**src/design/ctsk_pkg.sv**
```systemverilog
`timescale 1ns / 1ps
`default_nettype none

package ctsk_pkg;

    localparam int TOP_K       = 4;
    localparam int MAX_ROWS    = 32;
    localparam int SAMPLE_BITS = 16;
    localparam int ROW_W       = 5;
    localparam int RANK_W      = 2;
    localparam int ROWCNT_W    = $clog2(MAX_ROWS + 1);
    localparam int DRAIN_W     = $clog2(TOP_K + 1);

    typedef struct packed {
        logic [SAMPLE_BITS-1:0] sample_value;
        logic                   column_end;
    } sample_t;

    typedef struct packed {
        logic [RANK_W-1:0]      rank_position;
        logic [ROW_W-1:0]       row_index;
        logic [SAMPLE_BITS-1:0] ranked_value;
        logic                   entry_valid;
        logic                   final_result;
    } result_t;

    // Broadcast from the control logic to every cell.
    typedef struct packed {
        logic                   insert;
        logic                   load;
        logic                   shift;
        logic [SAMPLE_BITS-1:0] value;
        logic [ROW_W-1:0]       row;
    } ctrl_t;

    // Insert chain: a cell tells its lower-ranked neighbor its content and
    // whether the new sample lands at or above it.
    typedef struct packed {
        logic                   here;
        logic                   valid;
        logic [SAMPLE_BITS-1:0] value;
        logic [ROW_W-1:0]       row;
    } link_t;

    // Drain chain entry, shifts toward rank 0.
    typedef struct packed {
        logic                   valid;
        logic [SAMPLE_BITS-1:0] value;
        logic [ROW_W-1:0]       row;
    } slot_t;

endpackage

`default_nettype wire

```
**src/design/ctsk_cell.sv**
```systemverilog
`timescale 1ns / 1ps
`default_nettype none

module ctsk_cell (
    input  wire logic             clk,
    input  wire logic             rst_n,
    input  wire ctsk_pkg::ctrl_t  ctrl,
    input  wire ctsk_pkg::link_t  link_in,
    output ctsk_pkg::link_t       link_out,
    input  wire ctsk_pkg::slot_t  slot_in,
    output ctsk_pkg::slot_t       slot
);

    logic                             valid_reg, valid_next;
    logic [ctsk_pkg::SAMPLE_BITS-1:0] value_reg, value_next;
    logic [ctsk_pkg::ROW_W-1:0]       row_reg, row_next;
    ctsk_pkg::slot_t                  slot_reg, slot_next;
    logic                             here;
    logic                             kv;

    // Ties rank below the kept entry, so only a strictly larger sample, or any sample at an empty cell, lands here.
    assign here = !valid_reg || (ctrl.value > value_reg);

    assign link_out.here  = here;
    assign link_out.valid = valid_reg;
    assign link_out.value = value_reg;
    assign link_out.row   = row_reg;

    always_comb
    begin
        kv         = valid_reg;
        value_next = value_reg;
        row_next   = row_reg;
        if (ctrl.insert)
        begin
            if (link_in.here)
            begin
                kv         = link_in.valid;
                value_next = link_in.value;
                row_next   = link_in.row;
            end
            else if (here)
            begin
                kv         = 1'b1;
                value_next = ctrl.value;
                row_next   = ctrl.row;
            end
        end
        valid_next = ctrl.load ? 1'b0 : kv;

        slot_next = slot_reg;
        if (ctrl.load)
        begin
            slot_next.valid = kv;
            slot_next.value = kv ? value_next : '0;
            slot_next.row   = kv ? row_next : '0;
        end
        else if (ctrl.shift)
        begin
            slot_next = slot_in;
        end
    end

    always_ff @(posedge clk or negedge rst_n)
    begin
        if (!rst_n)
        begin
            valid_reg <= 1'b0;
        end
        else
        begin
            valid_reg <= valid_next;
        end
    end

    always_ff @(posedge clk)
    begin
        value_reg <= value_next;
        row_reg   <= row_next;
        slot_reg  <= slot_next;
    end

    assign slot = slot_reg;

endmodule

`default_nettype wire

```
**src/design/column_top_k_selector_unit.sv**
```systemverilog
// Column top-K selector.
// Input channel (sample_valid / sample_stall / sample): one sample per transfer,
// column_end set on the last sample of a column. A sample that is not stalled
// is taken every cycle; each is inserted into a row of TOP_K sorted cells in
// the cycle it arrives. Zero samples and samples past MAX_ROWS are dropped.
// Output channel (result_valid / result_stall / result): on the column-end
// transfer the sorted list is copied to a drain chain, and TOP_K results follow,
// rank 0 first, starting the next cycle, one per cycle while not stalled.
// The last one carries final_result. Slots never filled give entry_valid = 0
// with zero row and value.
// The next column's samples stream in while results drain. A column-end
// sample is held off (sample_stall high) until the earlier column's last
// result transfers; it may be taken in that same cycle, so one column per
// TOP_K results at most is the limit set by the single output port.
// A stalled result holds its value. Reset empties the cells and clears the
// drain count; no results are pending after reset.
`timescale 1ns / 1ps
`default_nettype none

module column_top_k_selector_unit (
    input  wire logic               clk,
    input  wire logic               rst_n,
    input  wire logic               sample_valid,
    output logic                    sample_stall,
    input  wire ctsk_pkg::sample_t  sample,
    output logic                    result_valid,
    input  wire logic               result_stall,
    output ctsk_pkg::result_t       result
);

    logic [ctsk_pkg::ROWCNT_W-1:0] row_cnt_reg, row_cnt_next;
    logic [ctsk_pkg::DRAIN_W-1:0]  drain_cnt_reg, drain_cnt_next;
    logic                          in_xfer;
    logic                          out_xfer;
    logic                          row_open;
    logic                          drain_busy;
    ctsk_pkg::ctrl_t               ctrl;
    ctsk_pkg::link_t               link [ctsk_pkg::TOP_K+1];
    ctsk_pkg::slot_t               slot [ctsk_pkg::TOP_K+1];

    assign result_valid = (drain_cnt_reg != '0);
    assign out_xfer     = result_valid && !result_stall;
    // The drain chain may be reloaded in the cycle its last result leaves.
    assign drain_busy   = result_valid &&
                          !((drain_cnt_reg == ctsk_pkg::DRAIN_W'(1)) && out_xfer);
    assign sample_stall = sample.column_end && drain_busy;
    assign in_xfer      = sample_valid && !sample_stall;
    assign row_open     = (row_cnt_reg < ctsk_pkg::ROWCNT_W'(ctsk_pkg::MAX_ROWS));

    assign ctrl.insert = in_xfer && row_open && (sample.sample_value != '0);
    assign ctrl.load   = in_xfer && sample.column_end;
    assign ctrl.shift  = out_xfer;
    assign ctrl.value  = sample.sample_value;
    assign ctrl.row    = ctsk_pkg::ROW_W'(row_cnt_reg);

    always_comb
    begin
        row_cnt_next = row_cnt_reg;
        if (ctrl.load)
        begin
            row_cnt_next = '0;
        end
        else if (in_xfer && row_open)
        begin
            row_cnt_next = row_cnt_reg + ctsk_pkg::ROWCNT_W'(1);
        end

        drain_cnt_next = drain_cnt_reg;
        if (ctrl.load)
        begin
            drain_cnt_next = ctsk_pkg::DRAIN_W'(ctsk_pkg::TOP_K);
        end
        else if (out_xfer)
        begin
            drain_cnt_next = drain_cnt_reg - ctsk_pkg::DRAIN_W'(1);
        end
    end

    always_ff @(posedge clk or negedge rst_n)
    begin
        if (!rst_n)
        begin
            row_cnt_reg   <= '0;
            drain_cnt_reg <= '0;
        end
        else
        begin
            row_cnt_reg   <= row_cnt_next;
            drain_cnt_reg <= drain_cnt_next;
        end
    end

    assign link[0]              = '0;
    assign slot[ctsk_pkg::TOP_K] = '0;

    for (genvar i = 0; i < ctsk_pkg::TOP_K; i++)
    begin : g_cell
        ctsk_cell u_cell (
            .clk      (clk),
            .rst_n    (rst_n),
            .ctrl     (ctrl),
            .link_in  (link[i]),
            .link_out (link[i+1]),
            .slot_in  (slot[i+1]),
            .slot     (slot[i])
        );
    end

    assign result.rank_position = ctsk_pkg::RANK_W'(ctsk_pkg::TOP_K - int'(drain_cnt_reg));
    assign result.row_index     = slot[0].row;
    assign result.ranked_value  = slot[0].value;
    assign result.entry_valid   = slot[0].valid;
    assign result.final_result  = (drain_cnt_reg == ctsk_pkg::DRAIN_W'(1));

endmodule

`default_nettype wire

```
**config.mk**
```make
export PLATFORM = sky130hd
export DESIGN_NAME = column_top_k_selector_unit
export DESIGN_NICKNAME = d
export VERILOG_FILES = /design/src/design/ctsk_pkg.sv /design/src/design/ctsk_cell.sv /design/src/design/column_top_k_selector_unit.sv
export SDC_FILE = /design/constraint.sdc
export NUM_CORES = 1
export LEC_CHECK = 0
export ABC_CLOCK_PERIOD_IN_PS = 7200
export BUFFER_PORTS_ARGS = -buffer_cell sky130_fd_sc_hd__buf_4
export CAP_MARGIN = 20
export CORE_MARGIN = 2
export CORE_UTILIZATION = 65
export DETAILED_ROUTE_END_ITERATION = 12
export PLACE_DENSITY = 0.87
export SYNTH_ARGS = -nofsm -noshare
export SYNTH_HDL_FRONTEND = slang
export SYNTH_SLANG_ARGS = --single-unit
```
**constraint.sdc**
```tcl
create_clock -name clk -period 7.2 [get_ports clk]
set_input_delay 1.44 -clock clk [delete_from_list [all_inputs] [get_ports clk]]
set_output_delay 1.44 -clock clk [all_outputs]
set_load 0.005 [all_outputs]
```
==> results.json <==
{
  "htree_levels": 4,
  "ys_async_sr_fraction_pct": 7.03,
  "cellInternalPower_uw": 2810,
  "worstPathMaxFanout": 21,
  "yosys_warnings": 0,
  "antenna_found_initial": 0,
  "power.clock.fraction_pct": 20.1,
  "gr-usage-all-layers_pct": 31.2,
  "tritoncts": "yes",
  "ir_drop_mv": 0.209,
  "final_replace_weighted_congestion": 0.912,
  "setup-violations-final": 0,
  "number_of_global_route_vias_before_repair": 7165,
  "use_met2_pct": 48.5,
  "total_switching_power_uw": 1710,
  "cts_hold_repair.buffers": 0,
  "core_sq_um": 14500,
  "final_core_util_pct": 73.4,
  "clk_latency_ns": 0.44,
  "ctsResizeCount": 0,
  "count_of_state_elements_after_synthesis": 185,
  "cp-end-kind": "register",
  "synth_nets": 999,
  "global_route_wire_length_before_repair_mm": 38.4,
  "routed-via-count": 7368,
  "finClkSkew_ns": 0.0151,
  "post_synth_num_cell_types": 57,
  "synth_compound_gate_area_share_pct": 16.7,
  "setup_repair_after_global_routing_missed_its_margin": "false",
  "worst_hold_slack_ns": 0.482,
  "ioPinCount": 48,
  "drcViolationCount": 0,
  "post-dp-hpwl_mm": 15.6,
  "nets_finish": 1027,
  "period_utilisation_layout_pct": 59.1,
  "fmaxAchievable_mhz": 235,
  "yosys.area_share.xor_xnor_pct": 0.548,
  "clock_pin_slew_of_the_registers_on_the_worst_case_setup_and_hold_paths_ns": 0.07,
  "share_comb_of_total_power_pct": 38.0,
  "globalRouteMet1Util_pct": 44.0,
  "cts_root_buf": "clkbuf_16",
  "timing_worst_setup_path_type": "in2reg",
  "cp_data_arrival_time_ns": 4.39,
  "power-per-cell-area_nw_per_um2": 425,
  "critPathLaunchType": "input port",
  "post-route-min-period_ns": 4.25,
  "setup_slack_placement_ns": 2.59,
  "insertedDiodeCount": 0,
  "synth_top_family_by_area": "compound AO/OA/AOI/OAI gates",
  "dr.pass1.iters": 6,
  "totalNegativeSetupSlack_ns": 0,
  "mappedNetlistArea_sq_um": 9600,
  "crit_path_setup_slack_layout_ns": 2.95,
  "tightestPinTransition_ns": 1.13,
  "post-cts-setup-buffers": 0,
  "timing.critical_path.from": "sample[16]",
  "power.static_leakage_uw": 0.00455,
  "syn_to_final_growth_pct": 10.8,
  "slew_headroom_pct": 24.8,
  "net_sw_share_pct": 37.8,
  "hold_path_class": "reg2reg",
  "synthesis.instances": 910,
  "grt_overflow": 0,
  "fillerInstances": 967,
  "slew_violations": 0,
  "hold_start": "g_cell[2].u_cell.row_reg[1]",
  "place.port_buffers": 47,
  "detail-route-antenna-nets": 0,
  "regToRegStartpoint": "drain_cnt_reg[1]",
  "grt_max_degree": 46,
  "hold_violations": 0,
  "number_of_flip_flops_under_the_largest_register_name": 88,
  "groute.layer.met3.usage_pct": 5.99,
  "proportion_of_layout_cells_with_a_drive_suffix_above_1_pct": 16.4,
  "tritoncts.num_buffers": 17,
  "count_of_standard_cell_rows": 44,
  "p_seq_share_pct": 41.9,
  "routed_via_density": 6.49,
  "die_width_um": 126,
  "clock_tree.buffer_depth": 2,
  "run_status": "completed",
  "wire_per_inst_um": 21.2,
  "worstPathRequired_ns": 7.34,
  "yosys-mux-area-fraction_pct": 7.20,
  "fin_total_pwr_uw": 4520,
  "clkSinkCount": 185,
  "grt_most_used_layer": "met2",
  "detailedRoute.firstIterationViolations": 844,
  "synth_edf_count": 88,
  "synth-main-ff-cell": "edfxtp_1",
  "synth_adder_area_share_pct": 8.86,
  "post_synth.cell_area_avg_sq_um": 10.5,
  "synth_sequential_area_ratio_pct": 48.4,
  "totalWireLength_mm": 24.1,
  "max_cap_violations": 0,
  "start_util_pct": 66.3,
  "die_height_um": 126,
  "synth_simple_gate_area_share_pct": 12.7,
  "design.die.area_sq_um": 15800
}
## per-layer routing
layer  share of wire (%)  vias to the layer above
met5                   0                        -
met4                 2.5                        0
met2                  46                      395
met3                 8.6                       62
li1                    -                     3378
met1                  43                     3533
## critical path: stages
cell and delay (ns):
buf_4 0.16, ha_1 0.33, nand4_1 0.19, or3_1 0.49, o22ai_1 0.23, a211o_1 0.22, nand2_1 0.62, a32oi_1 0.58
a21oi_1 0.12
## final cells by class
| type | instances | area (sq um) | area share [%] |
|---|---|---|---|
| Sequential cell | 185 | 4650 | 43.7 |
| Multi-Input combinational cell | 600 | 4440 | 41.7 |
| Timing Repair Buffer | 59 | 463 | 4.35 |
| Clock buffer | 19 | 453 | 4.26 |
| Inverter | 75 | 282 | 2.65 |
| Tap cell | 184 | 230 | 2.16 |
| Clock inverter | 13 | 119 | 1.12 |
## kinds of logic (layout without fill, tap and decap cells)
family	after synthesis	count (layout)
AND/OR/NAND/NOR	273	273
AO/OA/AOI/OAI	209	209
flip-flops	185	185
buffers and inverters	125	166
adder cells (fa/ha/maj)	68	68
multiplexers	44	44
XOR/XNOR	6	6
## cells in the final DEF, fill, tap and decap left out, drive strengths merged, types with 6 or more instances in the layout
cell type  instances
mux2              20
nand4             10
o31ai             22
o221ai            21
and2              24
nand2            109
buf               59
nor2              88
ha                68
dfrtp             13
o21ai              7
clkbuf            19
dfxtp             84
a32oi             19
nand3             11
mux2i             24
a221o             21
edfxtp            88
nand2b             6
o22ai             23
clkinv            10
inv               77
a21oi             65
## cells in the mapped netlist (7+ instances only)
| cell type | number | area, sq um |
|---|---|---|
| edfxtp_1 | 88 | 2640 |
| nand2_1 | 109 | 409 |
| o221ai_2 | 18 | 270 |
| o22ai_1 | 23 | 144 |
| clkbuf_1 | 26 | 97.6 |
| nand4_1 | 10 | 62.6 |
| nand3_1 | 11 | 55.1 |
| inv_1 | 75 | 282 |
| o31ai_1 | 22 | 165 |
| mux2_2 | 20 | 225 |
| dfxtp_1 | 84 | 1680 |
| dfrtp_1 | 13 | 325 |
| nor2_1 | 88 | 330 |
| a21oi_1 | 65 | 325 |
| and2_1 | 24 | 150 |
| ha_1 | 68 | 851 |
| buf_2 | 13 | 65.1 |
| a32oi_1 | 19 | 166 |
| a221o_1 | 21 | 210 |
| mux2i_4 | 18 | 405 |
| o21ai_0 | 7 | 35.0 |
## power groups by stage
stage | sequential [uW] | combinational (uW) | clock [uW]
2_1_floorplan | 1810 | 1240 | 0
3_3_place_gp | 1880 | 1600 | 0
3_5_place_dp | 1900 | 1660 | 0
4_1_cts | 1880 | 1690 | 909
5_1_grt | 1930 | 1890 | 952
6_report | 1890 | 1720 | 907
## per-stage QoR
stage / cells / instance area, sq um
final: 1135 / 10600
after global routing: 1135 / 10600
after CTS: 1134 / 10600
after detailed placement: 1102 / 10000
after global placement: 1102 / 10000
after floorplan: 910 / 9600
## final timing paths
path                                                     to  slack [ns]  cells past startpoint
worst max-delay path              g_cell[3].u_cell.slot[16]        2.95                      9
worst min-delay path            g_cell[3].u_cell.row_reg[1]        0.48                      2
worst max register to register    g_cell[2].u_cell.slot[10]        3.56                     10
worst min register to register  g_cell[3].u_cell.row_reg[1]        0.48                      2
max in group asynchronous                    row_cnt_reg[4]        6.19                      1
min in group asynchronous        g_cell[0].u_cell.valid_reg        0.83                      1
Note: power is estimated with default switching activity, not from simulation.
